===== src/hw/rtl/ohlcv_pkg.sv =====
// shared constants, field layout and control types of the ohlcv bar aggregator
`timescale 1ns / 1ps

package ohlcv_pkg;

    // field widths
    localparam int SYM_W      = 32;
    localparam int KIND_W     = 3;
    localparam int SEC_W      = 17;
    localparam int PRICE_W    = 32;
    localparam int SIZE_W     = 32;
    localparam int STATUS_W   = 2;
    localparam int ORDER_W    = 17;
    localparam int VOL_W      = 48;
    localparam int TRADES_W   = 32;

    // input item layout in s_tdata, lowest field first
    localparam int IN_SYM_LSB   = 0;
    localparam int IN_SEC_LSB   = IN_SYM_LSB + SYM_W;
    localparam int IN_PRICE_LSB = IN_SEC_LSB + SEC_W;
    localparam int IN_SIZE_LSB  = IN_PRICE_LSB + PRICE_W;
    localparam int IN_USED_W    = IN_SIZE_LSB + SIZE_W;
    localparam int S_TDATA_W    = ((IN_USED_W + 7) / 8) * 8;
    localparam int S_TUSER_W    = KIND_W;

    // result item layout in m_tdata, lowest field first
    localparam int OUT_ORDER_LSB  = 0;
    localparam int OUT_OPEN_LSB   = OUT_ORDER_LSB + ORDER_W;
    localparam int OUT_HIGH_LSB   = OUT_OPEN_LSB + PRICE_W;
    localparam int OUT_LOW_LSB    = OUT_HIGH_LSB + PRICE_W;
    localparam int OUT_CLOSE_LSB  = OUT_LOW_LSB + PRICE_W;
    localparam int OUT_VOL_LSB    = OUT_CLOSE_LSB + PRICE_W;
    localparam int OUT_TRADES_LSB = OUT_VOL_LSB + VOL_W;
    localparam int OUT_USED_W     = OUT_TRADES_LSB + TRADES_W;
    localparam int M_TDATA_W      = ((OUT_USED_W + 7) / 8) * 8;
    localparam int M_TUSER_W      = STATUS_W + 1;

    // configuration port
    localparam int CFG_ADDR_W = 1;
    localparam int CFG_DATA_W = 32;
    localparam logic [CFG_ADDR_W-1:0] CFG_INTERVAL = 1'd0;
    localparam logic [CFG_ADDR_W-1:0] CFG_FILTER   = 1'd1;
    localparam logic [SEC_W-1:0]      INTERVAL_RESET = 17'd60;

    // tick kinds
    localparam logic [KIND_W-1:0] KIND_TRADE = 3'd0;
    localparam logic [KIND_W-1:0] KIND_FULL  = 3'd1;

    // result status codes
    localparam logic [STATUS_W-1:0] ST_OK       = 2'd0;
    localparam logic [STATUS_W-1:0] ST_BAD_SYM  = 2'd1;
    localparam logic [STATUS_W-1:0] ST_BAD_KIND = 2'd2;

    // divider: one quotient bit per cycle
    localparam int DIV_STEPS = SEC_W;
    localparam int DIV_CNT_W = $clog2(DIV_STEPS);

    // controller to datapath commands
    typedef struct packed {
        logic load_in;   // capture the accepted item
        logic check;     // symbol and kind check, divider setup
        logic div_step;  // one division step
        logic update;    // open or merge the bar
        logic emit;      // move the result into the output register
    } cmd_t;

    // datapath to controller status
    typedef struct packed {
        logic reject;    // item fails the symbol or kind check
    } sts_t;

endpackage


===== src/hw/rtl/ohlcv_ctrl.sv =====
// controller state machine of the ohlcv bar aggregator
`timescale 1ns / 1ps

module ohlcv_ctrl (
    input  logic              aclk,
    input  logic              aresetn,
    input  logic              s_tvalid,
    output logic              s_tready,
    output logic              m_tvalid,
    input  logic              m_tready,
    input  ohlcv_pkg::sts_t   sts,
    output ohlcv_pkg::cmd_t   cmd
);

    localparam logic [2:0] S_IDLE   = 3'd0;
    localparam logic [2:0] S_CHECK  = 3'd1;
    localparam logic [2:0] S_DIV    = 3'd2;
    localparam logic [2:0] S_UPDATE = 3'd3;
    localparam logic [2:0] S_EMIT   = 3'd4;

    localparam logic [ohlcv_pkg::DIV_CNT_W-1:0] CNT_LAST =
        ohlcv_pkg::DIV_CNT_W'(ohlcv_pkg::DIV_STEPS - 1);

    logic [2:0]                      state_reg, state_next;
    logic [ohlcv_pkg::DIV_CNT_W-1:0] cnt_reg, cnt_next;
    logic                            m_tvalid_reg, m_tvalid_next;

    // one item at a time, taken only when idle
    assign s_tready = (state_reg == S_IDLE) && aresetn;
    assign m_tvalid = m_tvalid_reg;

    // next state and commands
    always_comb begin
        state_next = state_reg;
        cnt_next   = cnt_reg;
        cmd        = '0;
        case (state_reg)
            S_IDLE: begin
                if (s_tvalid && s_tready) begin
                    cmd.load_in = 1'b1;
                    state_next  = S_CHECK;
                end
            end
            S_CHECK: begin
                cmd.check  = 1'b1;
                cnt_next   = '0;
                state_next = sts.reject ? S_EMIT : S_DIV;
            end
            S_DIV: begin
                cmd.div_step = 1'b1;
                cnt_next     = cnt_reg + 1'b1;
                if (cnt_reg == CNT_LAST) begin
                    state_next = S_UPDATE;
                end
            end
            S_UPDATE: begin
                cmd.update = 1'b1;
                state_next = S_EMIT;
            end
            S_EMIT: begin
                if (!m_tvalid_reg || m_tready) begin
                    cmd.emit   = 1'b1;
                    state_next = S_IDLE;
                end
            end
            default: begin
                state_next = S_IDLE;
            end
        endcase
    end

    // output valid: set on emit, cleared when the item is taken
    always_comb begin
        m_tvalid_next = m_tvalid_reg;
        if (cmd.emit) begin
            m_tvalid_next = 1'b1;
        end else if (m_tready) begin
            m_tvalid_next = 1'b0;
        end
    end

    always_ff @(posedge aclk) begin
        if (!aresetn) begin
            state_reg    <= S_IDLE;
            cnt_reg      <= '0;
            m_tvalid_reg <= 1'b0;
        end else begin
            state_reg    <= state_next;
            cnt_reg      <= cnt_next;
            m_tvalid_reg <= m_tvalid_next;
        end
    end

endmodule


===== src/hw/rtl/ohlcv_dpath.sv =====
// datapath of the ohlcv bar aggregator: check, divider, bar state, output register
`timescale 1ns / 1ps

module ohlcv_dpath (
    input  logic                                aclk,
    input  logic                                aresetn,
    input  logic                                cfg_wr_en,
    input  logic [ohlcv_pkg::CFG_ADDR_W-1:0]    cfg_addr,
    input  logic [ohlcv_pkg::CFG_DATA_W-1:0]    cfg_wdata,
    input  logic [ohlcv_pkg::S_TDATA_W-1:0]     s_tdata,
    input  logic [ohlcv_pkg::S_TUSER_W-1:0]     s_tuser,
    input  ohlcv_pkg::cmd_t                     cmd,
    output ohlcv_pkg::sts_t                     sts,
    output logic [ohlcv_pkg::M_TDATA_W-1:0]     m_tdata,
    output logic [ohlcv_pkg::M_TUSER_W-1:0]     m_tuser
);

    // configuration registers
    logic [ohlcv_pkg::SEC_W-1:0]    interval_reg;
    logic [ohlcv_pkg::SYM_W-1:0]    filter_reg;

    // captured item
    logic [ohlcv_pkg::SYM_W-1:0]    sym_reg;
    logic [ohlcv_pkg::KIND_W-1:0]   kind_reg;
    logic [ohlcv_pkg::PRICE_W-1:0]  price_reg;
    logic [ohlcv_pkg::SIZE_W-1:0]   size_reg;

    // bar state
    logic [ohlcv_pkg::SYM_W-1:0]    bound_reg, bound_next;
    logic                           open_reg;
    logic [ohlcv_pkg::ORDER_W-1:0]  order_reg;
    logic [ohlcv_pkg::PRICE_W-1:0]  bopen_reg, high_reg, low_reg, close_reg;
    logic [ohlcv_pkg::VOL_W-1:0]    vol_reg;
    logic [ohlcv_pkg::TRADES_W-1:0] trades_reg;

    // divider
    logic [ohlcv_pkg::SEC_W-1:0]    div_reg;
    logic [ohlcv_pkg::SEC_W-1:0]    rem_reg;
    logic [ohlcv_pkg::SEC_W-1:0]    quo_reg;
    logic [ohlcv_pkg::SEC_W:0]      rem_sh;
    logic [ohlcv_pkg::SEC_W:0]      rem_sub;
    logic                           rem_ge;

    // pending result
    logic [ohlcv_pkg::OUT_USED_W-1:0] res_data_reg, res_data_next;
    logic [ohlcv_pkg::M_TUSER_W-1:0]  res_user_reg;
    logic [ohlcv_pkg::STATUS_W-1:0]   chk_status;
    logic [ohlcv_pkg::SYM_W-1:0]      acc_sym;

    // output register
    logic [ohlcv_pkg::OUT_USED_W-1:0] out_data_reg;
    logic [ohlcv_pkg::M_TUSER_W-1:0]  out_user_reg;

    // merge arithmetic
    logic                              new_bar;
    logic [ohlcv_pkg::VOL_W:0]         vol_sum;
    logic [ohlcv_pkg::VOL_W-1:0]       vol_merged;
    logic [ohlcv_pkg::TRADES_W-1:0]    trades_merged;

    // symbol and kind check on the captured item
    always_comb begin
        bound_next = bound_reg;
        if (filter_reg != '0) begin
            acc_sym = filter_reg;
        end else begin
            if (bound_reg == '0) begin
                bound_next = sym_reg;
            end
            acc_sym = bound_next;
        end
        if (sym_reg != acc_sym) begin
            chk_status = ohlcv_pkg::ST_BAD_SYM;
        end else if (kind_reg != ohlcv_pkg::KIND_TRADE && kind_reg != ohlcv_pkg::KIND_FULL) begin
            chk_status = ohlcv_pkg::ST_BAD_KIND;
        end else begin
            chk_status = ohlcv_pkg::ST_OK;
        end
    end

    assign sts.reject = (chk_status != ohlcv_pkg::ST_OK);

    // restoring division step
    assign rem_sh  = {rem_reg, quo_reg[ohlcv_pkg::SEC_W-1]};
    assign rem_ge  = (rem_sh >= {1'b0, div_reg});
    assign rem_sub = rem_sh - {1'b0, div_reg};

    // bar merge
    assign new_bar = !open_reg || (quo_reg != order_reg);
    assign vol_sum = {1'b0, vol_reg} + (ohlcv_pkg::VOL_W + 1)'(size_reg);
    assign vol_merged = vol_sum[ohlcv_pkg::VOL_W] ? '1 : vol_sum[ohlcv_pkg::VOL_W-1:0];
    assign trades_merged = (trades_reg == '1) ? trades_reg : trades_reg + 1'b1;

    // finished bar packed as a result item
    always_comb begin
        res_data_next = '0;
        res_data_next[ohlcv_pkg::OUT_ORDER_LSB  +: ohlcv_pkg::ORDER_W]  = order_reg;
        res_data_next[ohlcv_pkg::OUT_OPEN_LSB   +: ohlcv_pkg::PRICE_W]  = bopen_reg;
        res_data_next[ohlcv_pkg::OUT_HIGH_LSB   +: ohlcv_pkg::PRICE_W]  = high_reg;
        res_data_next[ohlcv_pkg::OUT_LOW_LSB    +: ohlcv_pkg::PRICE_W]  = low_reg;
        res_data_next[ohlcv_pkg::OUT_CLOSE_LSB  +: ohlcv_pkg::PRICE_W]  = close_reg;
        res_data_next[ohlcv_pkg::OUT_VOL_LSB    +: ohlcv_pkg::VOL_W]    = vol_reg;
        res_data_next[ohlcv_pkg::OUT_TRADES_LSB +: ohlcv_pkg::TRADES_W] = trades_reg;
    end

    // configuration writes
    always_ff @(posedge aclk) begin
        if (!aresetn) begin
            interval_reg <= ohlcv_pkg::INTERVAL_RESET;
            filter_reg   <= '0;
        end else if (cfg_wr_en) begin
            case (cfg_addr)
                ohlcv_pkg::CFG_INTERVAL: interval_reg <= cfg_wdata[ohlcv_pkg::SEC_W-1:0];
                ohlcv_pkg::CFG_FILTER:   filter_reg   <= cfg_wdata[ohlcv_pkg::SYM_W-1:0];
                default: ;
            endcase
        end
    end

    // control state of the bar
    always_ff @(posedge aclk) begin
        if (!aresetn) begin
            bound_reg <= '0;
            open_reg  <= 1'b0;
        end else begin
            if (cmd.check) begin
                bound_reg <= bound_next;
            end
            if (cmd.update) begin
                open_reg <= 1'b1;
            end
        end
    end

    // payload registers
    always_ff @(posedge aclk) begin
        // item capture
        if (cmd.load_in) begin
            sym_reg   <= s_tdata[ohlcv_pkg::IN_SYM_LSB   +: ohlcv_pkg::SYM_W];
            kind_reg  <= s_tuser;
            price_reg <= s_tdata[ohlcv_pkg::IN_PRICE_LSB +: ohlcv_pkg::PRICE_W];
            size_reg  <= s_tdata[ohlcv_pkg::IN_SIZE_LSB  +: ohlcv_pkg::SIZE_W];
            quo_reg   <= s_tdata[ohlcv_pkg::IN_SEC_LSB   +: ohlcv_pkg::SEC_W];
        end
        // divider setup and the default (rejected or empty) result
        if (cmd.check) begin
            div_reg      <= (interval_reg == '0) ? ohlcv_pkg::SEC_W'(1) : interval_reg;
            rem_reg      <= '0;
            res_data_reg <= '0;
            res_user_reg <= {1'b0, chk_status};
        end
        // one quotient bit per cycle
        if (cmd.div_step) begin
            rem_reg <= rem_ge ? rem_sub[ohlcv_pkg::SEC_W-1:0] : rem_sh[ohlcv_pkg::SEC_W-1:0];
            quo_reg <= {quo_reg[ohlcv_pkg::SEC_W-2:0], rem_ge};
        end
        // open a new bar or merge into the current one
        if (cmd.update) begin
            if (new_bar) begin
                if (open_reg) begin
                    res_data_reg <= res_data_next;
                    res_user_reg <= {1'b1, ohlcv_pkg::ST_OK};
                end
                order_reg  <= quo_reg;
                bopen_reg  <= price_reg;
                high_reg   <= price_reg;
                low_reg    <= price_reg;
                close_reg  <= price_reg;
                vol_reg    <= ohlcv_pkg::VOL_W'(size_reg);
                trades_reg <= ohlcv_pkg::TRADES_W'(1);
            end else begin
                trades_reg <= trades_merged;
                vol_reg    <= vol_merged;
                if (price_reg > high_reg) begin
                    high_reg <= price_reg;
                end
                if (price_reg < low_reg) begin
                    low_reg <= price_reg;
                end
                close_reg <= price_reg;
            end
        end
        // output register
        if (cmd.emit) begin
            out_data_reg <= res_data_reg;
            out_user_reg <= res_user_reg;
        end
    end

    assign m_tdata = ohlcv_pkg::M_TDATA_W'(out_data_reg);
    assign m_tuser = out_user_reg;

endmodule


===== src/hw/rtl/ohlcv_bar_aggregator.sv =====
// top level of the ohlcv bar aggregator
//
//  channel   direction  payload
//  s_        in         tdata: symbol_id, elapsed_seconds, price, trade_size; tuser: data_kind
//  m_        out        tdata: done_order..done_trades; tuser: status, bar_done
//  cfg_      in         write only: 0 interval_seconds, 1 symbol_filter
//
// an item passes from acceptance to a result in the output register through these steps:
// capture, check, 17 steps of the serial divider, bar update, load of the output.
// a rejected item skips the divider and the bar update.
// s_tready is low from acceptance until the result is loaded; a stalled m_ side
// holds the block in its final state until the previous result is taken.
// aresetn is synchronous; it clears the bar and the bound symbol, sets interval_seconds to 60 and symbol_filter to 0.
`timescale 1ns / 1ps

module ohlcv_bar_aggregator (
    input  logic                                aclk,
    input  logic                                aresetn,
    // configuration
    input  logic                                cfg_wr_en,
    input  logic [ohlcv_pkg::CFG_ADDR_W-1:0]    cfg_addr,
    input  logic [ohlcv_pkg::CFG_DATA_W-1:0]    cfg_wdata,
    // tick input
    input  logic                                s_tvalid,
    output logic                                s_tready,
    // symbol_id, elapsed_seconds, price, trade_size, zero pad
    input  logic [ohlcv_pkg::S_TDATA_W-1:0]     s_tdata,
    // data_kind
    input  logic [ohlcv_pkg::S_TUSER_W-1:0]     s_tuser,
    // result output
    output logic                                m_tvalid,
    input  logic                                m_tready,
    // done_order, done_open, done_high, done_low, done_close, done_volume,
    // done_trades, zero pad
    output logic [ohlcv_pkg::M_TDATA_W-1:0]     m_tdata,
    // status, bar_done
    output logic [ohlcv_pkg::M_TUSER_W-1:0]     m_tuser
);

    ohlcv_pkg::cmd_t cmd;
    ohlcv_pkg::sts_t sts;

    // sequencing
    ohlcv_ctrl u_ctrl (
        .aclk     (aclk),
        .aresetn  (aresetn),
        .s_tvalid (s_tvalid),
        .s_tready (s_tready),
        .m_tvalid (m_tvalid),
        .m_tready (m_tready),
        .sts      (sts),
        .cmd      (cmd)
    );

    // arithmetic and bar state
    ohlcv_dpath u_dpath (
        .aclk      (aclk),
        .aresetn   (aresetn),
        .cfg_wr_en (cfg_wr_en),
        .cfg_addr  (cfg_addr),
        .cfg_wdata (cfg_wdata),
        .s_tdata   (s_tdata),
        .s_tuser   (s_tuser),
        .cmd       (cmd),
        .sts       (sts),
        .m_tdata   (m_tdata),
        .m_tuser   (m_tuser)
    );

endmodule


===== config.mk =====
export PLATFORM = sky130hd
export DESIGN_NAME = ohlcv_bar_aggregator
export DESIGN_NICKNAME = d
export VERILOG_FILES = /design/src/hw/rtl/ohlcv_pkg.sv /design/src/hw/rtl/ohlcv_ctrl.sv /design/src/hw/rtl/ohlcv_dpath.sv /design/src/hw/rtl/ohlcv_bar_aggregator.sv
export SDC_FILE = /design/constraint.sdc
export NUM_CORES = 1
export LEC_CHECK = 0
export ABC_AREA = 1
export BUFFER_PORTS_ARGS = -buffer_cell sky130_fd_sc_hd__buf_2
export CAP_MARGIN = 10
export CELL_PAD_IN_SITES_DETAIL_PLACEMENT = 0
export CELL_PAD_IN_SITES_GLOBAL_PLACEMENT = 1
export CORE_ASPECT_RATIO = 0.6
export CORE_MARGIN = 1.5
export CORE_UTILIZATION = 45
export DETAILED_ROUTE_END_ITERATION = 6
export GPL_TIMING_DRIVEN = 0
export PLACE_DENSITY_LB_ADDON = 0.1
export SLEW_MARGIN = 30
export SYNTH_ARGS = -nofsm -noshare
export SYNTH_HDL_FRONTEND = slang
export SYNTH_SLANG_ARGS = --single-unit

===== constraint.sdc =====
create_clock -name aclk -period 57.2 [get_ports aclk]
set_input_delay 11.44 -clock aclk [delete_from_list [all_inputs] [get_ports aclk]]
set_output_delay 11.44 -clock aclk [all_outputs]
set_load 0.005 [all_outputs]

==> flow_metrics.tcl <==
set metrics [dict create \
    run_status "complete, no violations" \
    syn_avg_cell_area_um2 10.6 \
    mostFrequentLayoutCell "sky130_fd_sc_hd__nand2_1" \
    clkTransAtPathRegs_ns 0.07 \
    whs_ns 0.418 \
    synthCells 3508 \
    power_per_cell_area_nw_per_um2 32.3 \
    yosys_warnings 0 \
    setup_tns_ns 0 \
    p_seq_frac 0.517 \
    post_route_cells_drive_above_1_share 0.158 \
    numCtsBuffers 85 \
    dieHeight_um 226 \
    leading_cell_types_in_the_layout_fill_and_taps_excluded "sky130_fd_sc_hd__nand2_1 (656), sky130_fd_sc_hd__edfxtp_1 (602), sky130_fd_sc_hd__buf_2 (436)" \
    cts.hold.buffers_added 0 \
    max_fclk_mhz 41.5 \
    ant_nets 0 \
    cts.repair_timing.setup_buffer_count 0 \
    area_growth_pct 18.5 \
    number_of_global_route_vias_before_repair 24743 \
    globalRouteTotalUtil 0.234 \
    power.total_uw 1430 \
    asyncSetResetFlopFracSynth 0 \
    post-route-period-util 0.421 \
    global_route.overflow_total 0 \
    syn-cell-area_um2 37300 \
    count_of_boundary_i_o_pins 398 \
    timing.slew.headroom 0.333 \
    comb_power_share 0.066 \
    clock_tree.htree_level_count 3 \
    antenna_found_initial 6 \
    post_cts_sizing 0 \
    unrepaired_setup_endpoints_after_global_routing "false" \
    setup_viol_count_final 0 \
    kind_of_start_point_of_the_critical_path "primary input" \
    number_of_flops_mapped_to_enable_cells_by_yosys 602 \
    synth_top_area_frac 0.484 \
    final_core_utilization 0.541 \
    cts_tree "yes" \
    tightestPinTransition_ns 1.00 \
    design.die.area_um2 84700 \
    worstPathRequired_ns 45.76 \
    dieWidth_um 375 \
    cellInternalPower_uw 1090 \
    postSynthRegisterBits 921 \
    drv_slew 0 \
    grt_start_max_net_pins 69 \
    netlist-cell-type-count 61 \
    report.final.hold_viol_count 0 \
    clock_insertion_delay_worst_skew_ns 0.69 \
    clk_path_buf_depth 3 \
    finish.net_count 4322 \
    vdd_drop_max_mv 0.0214 \
    total_wire_length_after_detailed_routing_mm 99.5 \
    routed_via_density 5.07 \
    effective_utilization_at_floorplan 0.456 \
    critPathKind "in -> out" \
    avgRoutedWirePerCell_um 19.2 \
    place.port_buffers 382 \
    routabilityCongestion 0.897 \
    post_route_drc_violation_count 0 \
    synth_ff_type "sky130_fd_sc_hd__edfxtp_1" \
    detailedPlacementHpwl_mm 74.0 \
    cap_violations 0 \
    ys_top_cells_by_area "sky130_fd_sc_hd__edfxtp_1 (48%), sky130_fd_sc_hd__dfxtp_1 (17%), sky130_fd_sc_hd__nand2_1 (6.6%)" \
    period_needed_ns 24.10 \
    power.leakage_uw 0.0187 \
    cts-root-buf "sky130_fd_sc_hd__clkbuf_16" \
    num_vias 26335 \
    finalClockSkew_ns 0.0230 \
    drt_first_pass_iters 5 \
    placement_rows 81 \
    drt_first_iter_violations 1919 \
    power.switching_fraction 0.234 \
    yosysTopAreaCell "sky130_fd_sc_hd__edfxtp_1" \
    tritoncts_num_sinks 921 \
    clock_power_share 0.417 \
    first_pass_grt_wire_length_mm 149 \
    critical_path.endpoint_type "primary output" \
    arrival_time_worst_endpoint_ns 12.66 \
    coreArea_um2 81800 \
    ys_seq_area_frac 0.655 \
    hold_path_class "reg -> reg" \
    crit_path_max_fanout 7 \
    p_switching_uw 334 \
]
-- layout make-up --
cell class                      instances  area (um^2)
Clock buffer                          126         2500
Sequential cell                       921        24500
Multi-Input combinational cell       2065        10900
Timing Repair Buffer                  443         2510
Inverter                              381         1440
Clock inverter                         33          442
Buffer                                147          626
Tap cell                             1079         1350
Antenna cell                            1         2.50
Fill cell                            7324        37600
-- per-stage QoR --
stage	instances	instance area, um^2	setup WS (ns)
2_1_floorplan	3514	37300	22.96
3_3_place_gp	4975	40600	10.92
3_5_place_dp	5036	41300	33.09
4_1_cts	5195	44200	33.09
5_1_grt	5195	44200	33.04
6_report	5196	44200	33.10
-- path summary, 6_finish.rpt --
check | from | endpoint | slack [ns] | cells after the start
max | aresetn | s_tready | 33.10 | 4
min | u_dpath.res_user_reg[1]$_DFF_P_ | u_dpath.m_tuser[1]$_DFFE_PP_ | 0.42 | 0
max reg2reg | u_dpath.order_reg[15]$_DFFE_PP_ | u_dpath.bopen_reg[4]$_DFFE_PP_ | 53.20 | 10
min reg2reg | u_dpath.res_user_reg[1]$_DFF_P_ | u_dpath.m_tuser[1]$_DFFE_PP_ | 0.42 | 0
-- cell usage after synthesis, drive strengths merged (5+ instances only) --
library cell    n
o211ai          5
nand3b         16
o21bai          6
nor3           30
ha            115
nor4           16
a21o            6
a21oi         189
buf            37
o21ai         262
o21a           33
edfxtp        602
nor2          255
clkbuf        110
a31oi          20
dfxtp         319
nand2         662
a211oi          8
xnor2          22
nand3         310
nand4          33
xor2           39
inv           380
-- logic make-up after synthesis --
group | Yosys count | synth area share
and+or+nand+nor | 1331 | 0.155
DFF | 921 | 0.655
AOI/OAI and AO/OA | 549 | 0.0805
buffers and inverters | 528 | 0.0549
adders and majority gates | 117 | 0.0396
xor gates and xnor gates | 61 | 0.0143
other | 1 | 0.000100
-- worst max-delay path, stage by stage --
cell and delay, ns:
sky130_fd_sc_hd__buf_2 0.24, sky130_fd_sc_hd__inv_1 0.17, sky130_fd_sc_hd__nor3_1 0.57, sky130_fd_sc_hd__buf_2 0.23
-- layer usage --
layer | global-route usage | vias up | wire (um)
met5 | 0 | - | 13
met4 | 0.0570 | 2 | 2080
met3 | 0.0448 | 134 | 5970
met2 | 0.338 | 665 | 41500
met1 | 0.359 | 12480 | 50000
li1 | - | 13054 | -
-- power by group through the flow --
stage	sequential (uW)	clock (uW)	combinational (uW)
global placement	767	0	89.7
finish	739	595	94.0
CTS	739	608	94.4
detailed placement	754	0	93.8
global route	740	633	106
floorplan	757	0	53.2
Note: power is estimated with default switching activity, not from simulation.
